$ cat src/rtl/lstc_pkg.sv
`timescale 1ns / 1ps
// ----------------------------------------------------------------------------
// Link slot target controller package
// Shared widths, register and kind codes, controller constants, the queue
// item layout and the link to state slot mapping.
// ----------------------------------------------------------------------------
package lstc_pkg;

  // Number of links that keep controller state.
  localparam int LINKS = 16;
  localparam int IDX_W = (LINKS > 1) ? $clog2(LINKS) : 1;

  // Field widths.
  localparam int LINK_W  = 4;
  localparam int MSG_W   = 10;
  localparam int SLOT_W  = 8;
  localparam int ALPHA_W = 9;
  localparam int FRESH_W = 16;
  localparam int AVG_W   = 18;
  localparam int IDLE_W  = 16;
  localparam int PID_W   = 16;

  // Stream and configuration port widths.
  localparam int IN_DATA_W  = 32;
  localparam int OUT_DATA_W = 16;
  localparam int CFG_IDX_W  = 2;
  localparam int CFG_DATA_W = 16;

  // Register reset values.
  localparam logic [ALPHA_W-1:0] ALPHA_RESET = 9'd26;
  localparam logic [FRESH_W-1:0] FRESH_RESET = 16'd28;

  // Alpha saturates at one (256/256); the idle count saturates below all ones.
  localparam logic [ALPHA_W-1:0] ALPHA_MAX = 9'd256;
  localparam logic [IDLE_W-1:0]  IDLE_MAX  = 16'hFFFE;

  // PID gains, all scaled by 1/128. The proportional gain is zero for a
  // positive error, so it does not appear in that branch.
  localparam int KI_GAIN     = 30;
  localparam int KD_GAIN_POS = 26;
  localparam int KP_GAIN_NEG = 50;
  localparam int KD_GAIN_NEG = 38;
  localparam int PID_SHIFT   = 7;

  // Depth of the queue between the front and back parts.
  localparam int QUEUE_DEPTH = 2;

  typedef enum logic [CFG_IDX_W-1:0] {
    REG_MODE      = 2'd0,
    REG_ALPHA     = 2'd1,
    REG_FRESHNESS = 2'd2
  } cfg_reg_t;

  typedef enum logic {
    KIND_EWMA = 1'b0,
    KIND_PID  = 1'b1
  } kind_t;

  // One classified transaction waiting for the back part.
  typedef struct packed {
    kind_t              kind;
    logic [LINK_W-1:0]  link;
    logic [IDX_W-1:0]   idx;
    logic [MSG_W-1:0]   msg_in;
    logic [MSG_W-1:0]   msg_out;
    logic [SLOT_W-1:0]  slots;
    logic [ALPHA_W-1:0] alpha;
  } item_t;

  // Fill status of the queue.
  typedef struct packed {
    logic full;
    logic empty;
  } queue_stat_t;

  // Maps a link number onto its state slot (link modulo LINKS).
  function automatic logic [IDX_W-1:0] link_to_idx(input logic [LINK_W-1:0] link);
    logic [IDX_W-1:0] r;
    r = '0;
    for (int k = 0; k < (1 << LINK_W); k++) begin
      if (link == LINK_W'(k)) r = IDX_W'(k % LINKS);
    end
    return r;
  endfunction

endpackage

$ cat src/rtl/lstc_front.sv
`timescale 1ns / 1ps
// ----------------------------------------------------------------------------
// Link slot target controller front part
// Holds the configuration registers, accepts input transactions and tags
// each one with its controller kind, state slot and clamped weight.
// ----------------------------------------------------------------------------
module lstc_front import lstc_pkg::*; (
  input  logic                  clk,
  input  logic                  rst,
  input  logic                  cfg_wen,
  input  logic [CFG_IDX_W-1:0]  cfg_index,
  input  logic [CFG_DATA_W-1:0] cfg_data,
  input  logic                  s_tvalid,
  output logic                  s_tready,
  input  logic [IN_DATA_W-1:0]  s_tdata,
  input  queue_stat_t           q_stat,
  output logic                  push,
  output item_t                 push_item,
  output logic [FRESH_W-1:0]    min_freshness
);

  kind_t              mode;
  logic [ALPHA_W-1:0] alpha_q8;
  logic [LINK_W-1:0]  link;

  always_ff @(posedge clk) begin
    if (rst) begin
      mode          <= KIND_EWMA;
      alpha_q8      <= ALPHA_RESET;
      min_freshness <= FRESH_RESET;
    end else if (cfg_wen) begin
      case (cfg_index)
        REG_MODE:      mode          <= kind_t'(cfg_data[0]);
        REG_ALPHA:     alpha_q8      <= cfg_data[ALPHA_W-1:0];
        REG_FRESHNESS: min_freshness <= cfg_data[FRESH_W-1:0];
        default: begin
        end
      endcase
    end
  end

  assign s_tready = !q_stat.full;
  assign push     = s_tvalid && !q_stat.full;
  assign link     = s_tdata[LINK_W-1:0];

  always_comb begin
    push_item.kind    = mode;
    push_item.link    = link;
    push_item.idx     = link_to_idx(link);
    push_item.msg_in  = s_tdata[LINK_W +: MSG_W];
    push_item.msg_out = s_tdata[LINK_W + MSG_W +: MSG_W];
    push_item.slots   = s_tdata[LINK_W + 2 * MSG_W +: SLOT_W];
    // A weight above one behaves as one.
    push_item.alpha   = (alpha_q8 > ALPHA_MAX) ? ALPHA_MAX : alpha_q8;
  end

endmodule

$ cat src/rtl/lstc_queue.sv
`timescale 1ns / 1ps
// ----------------------------------------------------------------------------
// Link slot target controller queue
// Short first-in first-out buffer of classified transactions between the
// front and back parts.
// ----------------------------------------------------------------------------
module lstc_queue import lstc_pkg::*; (
  input  logic        clk,
  input  logic        rst,
  input  logic        push,
  input  item_t       push_item,
  input  logic        pop,
  output item_t       pop_item,
  output queue_stat_t q_stat
);

  localparam int PTR_W = (QUEUE_DEPTH > 1) ? $clog2(QUEUE_DEPTH) : 1;
  localparam int CNT_W = $clog2(QUEUE_DEPTH + 1);

  item_t            entries [QUEUE_DEPTH];
  logic [PTR_W-1:0] wr_ptr;
  logic [PTR_W-1:0] rd_ptr;
  logic [CNT_W-1:0] count;

  always_ff @(posedge clk) begin
    if (rst) begin
      wr_ptr <= '0;
      rd_ptr <= '0;
      count  <= '0;
    end else begin
      if (push) begin
        wr_ptr <= (wr_ptr == PTR_W'(QUEUE_DEPTH - 1)) ? '0 : wr_ptr + 1'b1;
      end
      if (pop) begin
        rd_ptr <= (rd_ptr == PTR_W'(QUEUE_DEPTH - 1)) ? '0 : rd_ptr + 1'b1;
      end
      if (push && !pop) begin
        count <= count + 1'b1;
      end else if (pop && !push) begin
        count <= count - 1'b1;
      end
    end
  end

  always_ff @(posedge clk) begin
    if (push) entries[wr_ptr] <= push_item;
  end

  assign pop_item     = entries[rd_ptr];
  assign q_stat.full  = (count == CNT_W'(QUEUE_DEPTH));
  assign q_stat.empty = (count == '0);

  a_no_overflow: assert property (@(posedge clk) disable iff (rst)
    push && !pop |-> count != CNT_W'(QUEUE_DEPTH))
    else $error("queue written while full");

  a_count_range: assert property (@(posedge clk) disable iff (rst)
    count <= CNT_W'(QUEUE_DEPTH))
    else $error("queue count out of range");

endmodule

$ cat src/rtl/lstc_back.sv
`timescale 1ns / 1ps
// ----------------------------------------------------------------------------
// Link slot target controller back part
// Per-link state update, then error and gain stages and the output
// register that drives the result stream.
// ----------------------------------------------------------------------------
module lstc_back import lstc_pkg::*; (
  input  logic                  clk,
  input  logic                  rst,
  input  queue_stat_t           q_stat,
  input  item_t                 it,
  output logic                  pop,
  input  logic [FRESH_W-1:0]    min_freshness,
  output logic                  m_tvalid,
  input  logic                  m_tready,
  output logic [OUT_DATA_W-1:0] m_tdata,
  output logic                  m_tuser
);

  // Per-link state.
  logic [AVG_W-1:0]  avg_mem   [LINKS];
  logic [IDLE_W-1:0] idle_mem  [LINKS];
  logic [PID_W-1:0]  integ_mem [LINKS];
  logic [PID_W-1:0]  prev_mem  [LINKS];

  // Update stage.
  logic [AVG_W-1:0]         avg_old;
  logic [IDLE_W-1:0]        idle_old;
  logic signed [PID_W-1:0]  integ_old;
  logic signed [PID_W-1:0]  prev_old;
  logic signed [AVG_W:0]    avg_diff;
  logic signed [AVG_W+10:0] avg_prod;
  logic signed [AVG_W+2:0]  avg_sum;
  logic [AVG_W-1:0]         avg_next;
  logic [IDLE_W-1:0]        idle_next;
  logic                     stale_next;
  logic signed [MSG_W:0]    e_next;
  logic signed [PID_W-1:0]  e_wide;
  logic signed [PID_W-1:0]  d_next;
  logic signed [PID_W-1:0]  i_next;

  // Stage one registers.
  logic                    s1_valid;
  kind_t                   s1_kind;
  logic [LINK_W-1:0]       s1_link;
  logic [SLOT_W-1:0]       s1_slots;
  logic                    s1_stale;
  logic [AVG_W-1:0]        s1_avg;
  logic signed [MSG_W:0]   s1_e;
  logic signed [PID_W-1:0] s1_i;
  logic signed [PID_W-1:0] s1_d;

  // Stage two: EWMA change or PID numerator.
  logic signed [AVG_W+1:0] err;
  logic signed [11:0]      ceil_q;
  logic signed [11:0]      change;
  logic signed [23:0]      num;
  logic                    s2_valid;
  kind_t                   s2_kind;
  logic [LINK_W-1:0]       s2_link;
  logic [SLOT_W-1:0]       s2_slots;
  logic                    s2_stale;
  logic signed [23:0]      s2_val;

  // Final stage.
  logic signed [23:0]     num_adj;
  logic signed [16:0]     delta;
  logic signed [16:0]     total;
  logic signed [16:0]     low_limit;
  logic [SLOT_W-1:0]      target;
  logic                   o_valid;
  logic [LINK_W-1:0]      o_link;
  logic [SLOT_W-1:0]      o_target;
  logic                   o_stale;

  logic out_free;
  logic s2_free;
  logic s1_free;

  assign out_free = !o_valid || m_tready;
  assign s2_free  = !s2_valid || out_free;
  assign s1_free  = !s1_valid || s2_free;
  assign pop      = !q_stat.empty && s1_free;

  // State read and next state.
  always_comb begin
    avg_old   = avg_mem[it.idx];
    idle_old  = idle_mem[it.idx];
    integ_old = integ_mem[it.idx];
    prev_old  = prev_mem[it.idx];

    // new = old + floor((in * 256 - old) * alpha / 256)
    avg_diff  = $signed({1'b0, it.msg_in, 8'b0}) - $signed({1'b0, avg_old});
    avg_prod  = (AVG_W + 11)'(avg_diff) * (AVG_W + 11)'($signed({1'b0, it.alpha}));
    avg_sum   = $signed({3'b0, avg_old}) + (AVG_W + 3)'(avg_prod >>> 8);
    avg_next  = avg_sum[AVG_W-1:0];

    stale_next = idle_old > min_freshness;
    if (it.msg_in != '0) begin
      idle_next = '0;
    end else if (idle_old < IDLE_MAX) begin
      idle_next = idle_old + 1'b1;
    end else begin
      idle_next = idle_old;
    end

    e_next = $signed({1'b0, it.msg_in}) - $signed({1'b0, it.msg_out});
    e_wide = PID_W'(e_next);
    d_next = e_wide - prev_old;
    i_next = integ_old + e_wide;
  end

  always_ff @(posedge clk) begin
    if (rst) begin
      for (int k = 0; k < LINKS; k++) begin
        avg_mem[k]   <= '0;
        idle_mem[k]  <= '0;
        integ_mem[k] <= '0;
        prev_mem[k]  <= '0;
      end
    end else if (pop) begin
      case (it.kind)
        KIND_EWMA: begin
          avg_mem[it.idx]  <= avg_next;
          idle_mem[it.idx] <= idle_next;
        end
        KIND_PID: begin
          integ_mem[it.idx] <= i_next;
          prev_mem[it.idx]  <= e_wide;
        end
        default: begin
        end
      endcase
    end
  end

  always_ff @(posedge clk) begin
    if (rst) begin
      s1_valid <= 1'b0;
    end else if (s1_free) begin
      s1_valid <= pop;
    end
  end

  always_ff @(posedge clk) begin
    if (pop) begin
      s1_kind  <= it.kind;
      s1_link  <= it.link;
      s1_slots <= it.slots;
      s1_stale <= (it.kind == KIND_EWMA) && stale_next;
      s1_avg   <= avg_next;
      s1_e     <= e_next;
      s1_i     <= i_next;
      s1_d     <= d_next;
    end
  end

  // EWMA: move by ceil(err / 256) above the allocation, by that plus one
  // when more than two slots below it. PID: gain sum before the scaling.
  always_comb begin
    err    = $signed({2'b0, s1_avg}) - $signed({4'b0, s1_slots, 8'b0});
    ceil_q = 12'((err + 20'sd255) >>> 8);
    if (err > 0) begin
      change = ceil_q;
    end else if (err < -20'sd512) begin
      change = ceil_q + 12'sd1;
    end else begin
      change = '0;
    end
    if (s1_e > 0) begin
      num = 24'(KI_GAIN * s1_i) + 24'(KD_GAIN_POS * s1_d);
    end else begin
      num = 24'(KP_GAIN_NEG * s1_e) + 24'(KI_GAIN * s1_i) + 24'(KD_GAIN_NEG * s1_d);
    end
  end

  always_ff @(posedge clk) begin
    if (rst) begin
      s2_valid <= 1'b0;
    end else if (s2_free) begin
      s2_valid <= s1_valid;
    end
  end

  always_ff @(posedge clk) begin
    if (s2_free && s1_valid) begin
      s2_kind  <= s1_kind;
      s2_link  <= s1_link;
      s2_slots <= s1_slots;
      s2_stale <= s1_stale;
      s2_val   <= (s1_kind == KIND_PID) ? num : 24'(change);
    end
  end

  // Scaling truncates toward zero, then the target is zeroed when stale or else clamped.
  always_comb begin
    num_adj = s2_val + ((s2_val < 0) ? 24'sd127 : 24'sd0);
    if (s2_kind == KIND_PID) begin
      delta     = 17'(num_adj >>> PID_SHIFT);
      low_limit = 17'sd1;
    end else begin
      delta     = 17'(s2_val);
      low_limit = 17'sd0;
    end
    total = $signed({9'b0, s2_slots}) + delta;
    if (s2_stale) begin
      target = '0;
    end else if (total < low_limit) begin
      target = SLOT_W'(low_limit);
    end else if (total > 17'sd255) begin
      target = '1;
    end else begin
      target = total[SLOT_W-1:0];
    end
  end

  always_ff @(posedge clk) begin
    if (rst) begin
      o_valid <= 1'b0;
    end else if (out_free) begin
      o_valid <= s2_valid;
    end
  end

  always_ff @(posedge clk) begin
    if (out_free && s2_valid) begin
      o_link   <= s2_link;
      o_target <= target;
      o_stale  <= s2_stale;
    end
  end

  assign m_tvalid = o_valid;
  assign m_tdata  = {{(OUT_DATA_W - LINK_W - SLOT_W){1'b0}}, o_target, o_link};
  assign m_tuser  = o_stale;

  a_stale_zero: assert property (@(posedge clk) disable iff (rst)
    o_valid && o_stale |-> o_target == '0)
    else $error("stale result with nonzero target");

  a_s1_hold: assert property (@(posedge clk) disable iff (rst)
    s1_valid && !s2_free |=> s1_valid && $stable(s1_link))
    else $error("stage one lost a stalled transaction");

endmodule

$ cat src/rtl/link_slot_target_controller.sv
`timescale 1ns / 1ps
// ----------------------------------------------------------------------------
// Link slot target controller
// Per-link slot target from message counts, by EWMA or asymmetric PID.
// ----------------------------------------------------------------------------
// The block takes one transaction per clock cycle while the output is not
// stalled and gives one result transaction for each, in order. The rate is
// set by the per-link state update, which reads and writes the link's
// average, idle count, error integral and previous error in the same cycle,
// so consecutive transactions for the same link need no forwarding. A
// two-entry queue separates the input side from the computing pipeline and
// an output register holds a finished result, so either stream side can
// stall without stopping the other at once.
// Configuration writes go through cfg_wen, cfg_index and cfg_data and are
// meant to happen only while no transaction is in flight. Mode 0 selects
// the EWMA controller, which forces the target to zero and flags the result
// on m_tuser when a link has been idle longer than min_freshness; mode 1
// selects the PID controller, whose target never drops below one.
module link_slot_target_controller import lstc_pkg::*; (
  input  logic                  clk,
  input  logic                  rst,
  // Configuration write port: 0 mode, 1 alpha_q8, 2 min_freshness.
  input  logic                  cfg_wen,
  input  logic [CFG_IDX_W-1:0]  cfg_index,
  input  logic [CFG_DATA_W-1:0] cfg_data,
  input  logic                  s_tvalid,
  output logic                  s_tready,
  // Fields from bit 0: link, messages_in, messages_out, allocated_slots.
  input  logic [IN_DATA_W-1:0]  s_tdata,
  output logic                  m_tvalid,
  input  logic                  m_tready,
  // Fields from bit 0: link_out, slot_target, zero fill.
  output logic [OUT_DATA_W-1:0] m_tdata,
  // Fields from bit 0: stale.
  output logic                  m_tuser
);

  queue_stat_t        q_stat;
  logic               push;
  item_t              push_item;
  logic               pop;
  item_t              pop_item;
  logic [FRESH_W-1:0] min_freshness;

  // Front part: configuration registers and classification.
  lstc_front u_front (
    .clk           (clk),
    .rst           (rst),
    .cfg_wen       (cfg_wen),
    .cfg_index     (cfg_index),
    .cfg_data      (cfg_data),
    .s_tvalid      (s_tvalid),
    .s_tready      (s_tready),
    .s_tdata       (s_tdata),
    .q_stat        (q_stat),
    .push          (push),
    .push_item     (push_item),
    .min_freshness (min_freshness)
  );

  // Queue of classified transactions.
  lstc_queue u_queue (
    .clk       (clk),
    .rst       (rst),
    .push      (push),
    .push_item (push_item),
    .pop       (pop),
    .pop_item  (pop_item),
    .q_stat    (q_stat)
  );

  // Back part: state update, controller arithmetic and output register.
  lstc_back u_back (
    .clk           (clk),
    .rst           (rst),
    .q_stat        (q_stat),
    .it            (pop_item),
    .pop           (pop),
    .min_freshness (min_freshness),
    .m_tvalid      (m_tvalid),
    .m_tready      (m_tready),
    .m_tdata       (m_tdata),
    .m_tuser       (m_tuser)
  );

endmodule
$ cat config.mk
export PLATFORM = sky130hd
export DESIGN_NAME = link_slot_target_controller
export DESIGN_NICKNAME = d
export VERILOG_FILES = /design/src/rtl/lstc_pkg.sv /design/src/rtl/lstc_front.sv /design/src/rtl/lstc_queue.sv /design/src/rtl/lstc_back.sv /design/src/rtl/link_slot_target_controller.sv
export SDC_FILE = /design/constraint.sdc
export NUM_CORES = 2
export LEC_CHECK = 0
export BUFFER_PORTS_ARGS = -buffer_cell sky130_fd_sc_hd__buf_4
export CAP_MARGIN = 20
export CELL_PAD_IN_SITES_DETAIL_PLACEMENT = 2
export CELL_PAD_IN_SITES_GLOBAL_PLACEMENT = 2
export CORE_AREA = 2 2 420 422
export CTS_BUF_LIST = sky130_fd_sc_hd__clkbuf_16
export DETAILED_ROUTE_END_ITERATION = 8
export DIE_AREA = 0 0 422 424
export HOLD_SLACK_MARGIN = 0.1
export PLACE_DENSITY_LB_ADDON = 0.1
export SLEW_MARGIN = 20
export SYNTH_ARGS = -nofsm -noshare
export SYNTH_HDL_FRONTEND = slang
export SYNTH_SLANG_ARGS = --single-unit
$ cat constraint.sdc
create_clock -name clk -period 12.9 [get_ports clk]
set_input_delay 1.935 -clock clk [delete_from_list [all_inputs] [get_ports clk]]
set_output_delay 1.935 -clock clk [all_outputs]
set_load 0.01 [all_outputs]
After elaboration in Yosys (flattened, before gate mapping)
Memory sizes are Yosys's and may differ from the RTL's. A register that Yosys moved wholly into a read port is not among the register bits.
Index checks and enable logic that the tools add are counted.

word-level totals
  memories = 5
  register bits after elaboration = 159
  input port bits = 55
  memory bits (writable) = 1148
  output and inout bits = 19
  word-level logic and storage cells = 166

memory list
  name              depth  bits a word  read ports  clocked after memory_dff  wr ports  RTL line          source
  u_back.avg_mem    16     18           1           0                         16        lstc_back.sv:21   logic [AVG_W-1:0] avg_mem [LINKS];
  u_back.idle_mem   16     16           1           0                         16        lstc_back.sv:22   logic [IDLE_W-1:0] idle_mem [LINKS];
  u_back.integ_mem  16     16           1           0                         16        lstc_back.sv:23   logic [PID_W-1:0] integ_mem [LINKS];
  u_back.prev_mem   16     16           1           0                         16        lstc_back.sv:24   logic [PID_W-1:0] prev_mem [LINKS];
  u_queue.entries   2      46           1           1                         1         lstc_queue.sv:20  item_t entries [QUEUE_DEPTH];

cells by class
  $mul = 5
  magnitude comparators = 9
  add/sub/neg operators = 18
  mux-type cells = 57
  reduce and logical (&&, ||, !) cells = 28
  bitwise gates (word level) = 1
  equality and inequality tests = 18

operators with widths
  kind                                                                               number
  16-bit two-way mux                                                                 5
  24-bit adder                                                                       3
  24-bit two-way mux                                                                 2
  4-bit two-way mux                                                                  12
  16-bit OR reduction                                                                3
  5-bit by 16-bit multiplier with 21-bit output (first input constant)               2
  4-bit equality test (second input constant)                                        8
  19-bit by 10-bit multiplier with 26-bit output                                     1
  24-bit by 8-bit adder with 24-bit output                                           1
  24-bit by 1-bit less-than comparator with 1-bit output (second input constant)     1
  12-bit two-way mux                                                                 2
  6-bit by 16-bit multiplier with 22-bit output (first input constant)               1
  1-bit two-way mux                                                                  22
  19-bit by 9-bit adder with 20-bit output (second input constant)                   1
  19-bit by 1-bit greater-than comparator with 1-bit output (second input constant)  1
  19-bit by 10-bit less-than comparator with 1-bit output (second input constant)    1
  18-bit by 16-bit subtractor with 19-bit output                                     1
  18-bit by 18-bit subtractor with 19-bit output                                     1
  18-bit adder                                                                       1
  18-bit two-way mux                                                                 1
  18-bit OR reduction                                                                1
  9-bit by 17-bit adder with 17-bit output                                           1
  17-bit by 9-bit greater-than comparator with 1-bit output (second input constant)  1
  17-bit by 2-bit less-than comparator with 1-bit output                             1
  other kinds (32)                                                                   62

Logic depth before layout (Yosys ltp)
  depth after elaboration = 16
  mapped depth = 50
  depth with buffers taken out = 44

Modules after synthesis
A second synthesis with hierarchy kept.

second synthesis, totals
  cells, all modules = 5598
  area total of the unflattened synthesis = 69569.2 um^2

modules (own cells, without submodules)
  module      instances  area an instance (um^2)  cells each  seq. area each (um^2)
  lstc_back   1          64593.2                  5278        33151.8
  lstc_queue  1          3538.4                   165         2862.7
  lstc_front  1          1437.6                   155         520.5

Worst setup path before layout
OpenSTA, ideal clock, no wires.

  path type = register -> register
  start = register (tool-made name)
  end = memory u_back.avg_mem[7][17], data pin
  setup slack = 1.822 ns
  required time = 12.637 ns
  period minus slack after synthesis = 11.078 ns
  setup time = 0.263 ns
  arrival = 10.815 ns
  cell stages (with the launch flop) = 47
  path buffers = 11
  cell sequence = dfxtp_1 -> buf_6 -> mux2_4 -> buf_6 -> buf_6 -> buf_6 -> buf_6 -> buf_2 -> buf_4 -> buf_2 -> buf_1 -> mux4_2 -> a22oi_1 -> and2_1 -> ha_1 -> clkbuf_1 -> a21o_1 -> a21oi_1 -> [11 not listed] -> ha_1 -> a2111oi_0 -> o31ai_1 -> a211oi_2 -> o21ai_1 -> a21oi_1 -> nor2_1 -> o21a_1 -> nor2_1 -> xnor2_1 -> ha_1 -> and3_1 -> a21oi_1 -> o21ai_1 -> o41ai_1 -> xnor2_2 -> buf_6 -> nor2_2

RTL lines
  what       RTL line
  to (decl)  lstc_back.sv:21

==> metrics <==
register area share after synthesis=a little over half; CORE AREA=roughly 170,000 µm²; first-pass GRT wire length=roughly 350 mm; CTS tree=built; max incr delay on CP=about 700 ps; # DRC=0; vias in the first global route=a little over 50,000; final core occ=~44%; maximum clock path buffer count=3; Final Critical Period=roughly 12,000 ps; CTS Buf Count=around 140; final RePlAce weighted congestion=0.7946; Post-Syn Area=between 60,000 and 70,000 µm²; Std-Cell Rows=154; Worst Tran Pin Value=roughly 1200 ps; final setup TNS=0 ps; RSZ-0062 raised after global routing=false; HP Class=reg2reg; Pre-antenna DRT Iters=6; final worst-path cycle share=~93%; most used cell, CP=nand2_1; CP max FO=20; Async SR Flop Fraction=0%; routed len/inst=roughly 29 µm; CTS Hold Bufs=0; Via density=approximately 5.6; Arr. time, crit path=between 10,000 and 15,000 ps; placed cell area=between 70,000 and 80,000 µm²; final hold violation count=0; worst skew pair latency=about 800 ps; H-tree lvl count=4; Yosys reg bits=between 1,000 and 1,500; largest net degree at the start of global routing=77; status=finished clean; post-CTS setup buffer count=0; FMAX=about 83 MHz; Final #Nets=~6,500; Placed Instances=between 8,000 and 9,000; DRT Wirelength=roughly 240 mm; Slew HR=a little under a quarter; most common cell after layout, fill and taps aside=edfxtp_1; Sink Count=about 1,200; highest routed layer=met4; wire length on met1=between 100 and 150 mm; I/O Buffers=slightly below 70; final non-filler cell total=8,344; Met2 Wirelength=117.9 mm; CP Class=reg2reg; Post-synth EDFFs=about 1,200; Avg Cell Area, Syn=between 10 and 15 µm²; Synth cell types=a little over 90; synth-to-layout area growth=11.51%; CTS Root Buffer Type=clkbuf_16; crit path capture type=flop; commonest cells after routing, fill and taps aside=1,194 x edfxtp_1, 1,182 x nor2_1, 698 x inv_1; met3 WL=about 11 mm; share of layout cells above drive strength 1=12.30%; Die Span Y=around 420 µm; Die X-Extent=approximately 420 µm; sequential cell area=around 37,000 µm²; PostCTS Resize Cnt=0; Worst setup SP type=flop; Synth Warn #=0; Initial Util=39.65%; CP required=around 13,000 ps; Detail Placement HPWL=~150 mm; Worst-path clk slew=~60 ps; Final ANT Viol Nets=0; initial antenna violation count=5; synthesized instance count=around 5,900; Crit-path slowest cell=or3b_1; R2R Setup Slk=roughly 860 ps; dominant synthesized flop cell=edfxtp_1; via count=46,944; fill count=around 18,000; initial DRC count=~3,500; Boundary Pins=between 70 and 80; worst clock skew=~27 ps; die area=about 180,000 µm²; Total GRT Usage=26.67%; final setup fails=0; final instance area=77,340 µm²; GRT Residual Overflow=0; max-slew violation count=0; area of the multi-input gates=roughly 30,000 µm²; max-capacitance violation count=0
==> sequential cells by signal, summed over array words and instances, names as in the netlist, 9 cells and up, named ones only <==
name,cells
u_back.avg_mem,288
u_back.idle_mem,256
u_back.integ_mem,256
u_back.prev_mem,176
u_back.s1_avg,18
u_back.s1_d,16
u_back.s1_e,11
u_back.s1_i,16
u_back.s2_val,24
u_front.alpha_q8,9
u_front.min_freshness,16
u_queue.entries,92
==> through the flow <==
| step | hold WS [ps] | setup slack, ps |
|---|---|---|
| floorplan | 400.3 | 1822 |
| CTS | 427.2 | 775.8 |
| finish | 422.5 | 860.7 |
| global route | 429.8 | 49.30 |
| global placement | 402.0 | 1082 |
| detailed placement | 412.6 | 927.1 |
==> worst max-delay path: cells and delay by family, from the launching register on <==
family	cells	cell delay, ps
compound gates	14	3540
fa+ha+maj	8	3310
simple gates	11	2340
xor+xnor	3	1180
buf+inv	6	790
flops	1	530
==> cell usage after synthesis (30+ instances only) <==
| cell | n | share of area (%) |
|---|---|---|
| nand2b_1 | 64 | 0.58 |
| mux2_2 | 31 | 0.50 |
| o21ai_0 | 116 | 0.84 |
| nor3_1 | 30 | 0.22 |
| nand2_1 | 297 | 1.6 |
| xor2_1 | 81 | 1.0 |
| a21boi_0 | 93 | 1.0 |
| nor2b_1 | 66 | 0.60 |
| nand3_1 | 40 | 0.29 |
| a21o_1 | 44 | 0.48 |
| and2_1 | 33 | 0.30 |
| clkbuf_1 | 227 | 1.2 |
| inv_1 | 647 | 3.5 |
| mux4_2 | 206 | 6.7 |
| ha_1 | 350 | 6.3 |
| mux2i_1 | 33 | 0.48 |
| dfxtp_1 | 34 | 0.98 |
| buf_2 | 37 | 0.27 |
| xnor2_1 | 152 | 1.9 |
| fa_1 | 225 | 6.5 |
| o22ai_1 | 76 | 0.69 |
| edfxtp_1 | 1194 | 52 |
| a21oi_1 | 188 | 1.4 |
| nor2_1 | 1185 | 6.4 |
==> path summary, 6_finish.rpt <==
kind,startpoint,endpoint,cells after the start
max,flop,u_back.avg_mem[1][17]$_SDFFCE_PN0P_,42
min,u_back.s2_link[1]$_DFFE_PP_,u_back.o_link[1]$_DFFE_PP_,0
max reg2reg,flop,u_back.avg_mem[1][17]$_SDFFCE_PN0P_,42
min reg2reg,u_back.s2_link[1]$_DFFE_PP_,u_back.o_link[1]$_DFFE_PP_,0
==> final cells by class <==
type	instances	share of cell area [%]
Antenna cell	2	0.006471
Clock buffer	143	4.627
Inverter	650	3.156
Timing Repair Buffer	197	1.961
Sequential cell	1228	47.24
Clock inverter	108	1.011
Multi-Input combinational cell	3676	38.21
Tap cell	2340	3.785
==> kinds of logic (layout without fill, tap and decap cells) <==
| logic type | after synthesis | count (layout) | synth area share, % |
|---|---|---|---|
| flip-flops | 1228 | 1228 | 52.67 |
| other | 1 | 6 | 0.005406 |
| AO/OA/AOI/OAI | 742 | 742 | 7.028 |
| adder cells (fa/ha/maj) | 581 | 581 | 12.90 |
| XOR/XNOR | 236 | 236 | 3.021 |
| buffers and inverters | 950 | 1098 | 5.332 |
| AND/OR/NAND/NOR | 1842 | 1842 | 11.35 |
| multiplexers | 271 | 271 | 7.690 |
==> metal layers <==
metal,vias to the layer above,GRT usage (%)
met4,0,6.798
li1,20430,-
met3,340,2.896
met2,1221,45.89
met1,24953,36.01
met5,-,0
Power is left out: the tool's default activity adds up to more than one toggle a clock period on the data nets, which glitch-free logic cannot reach.
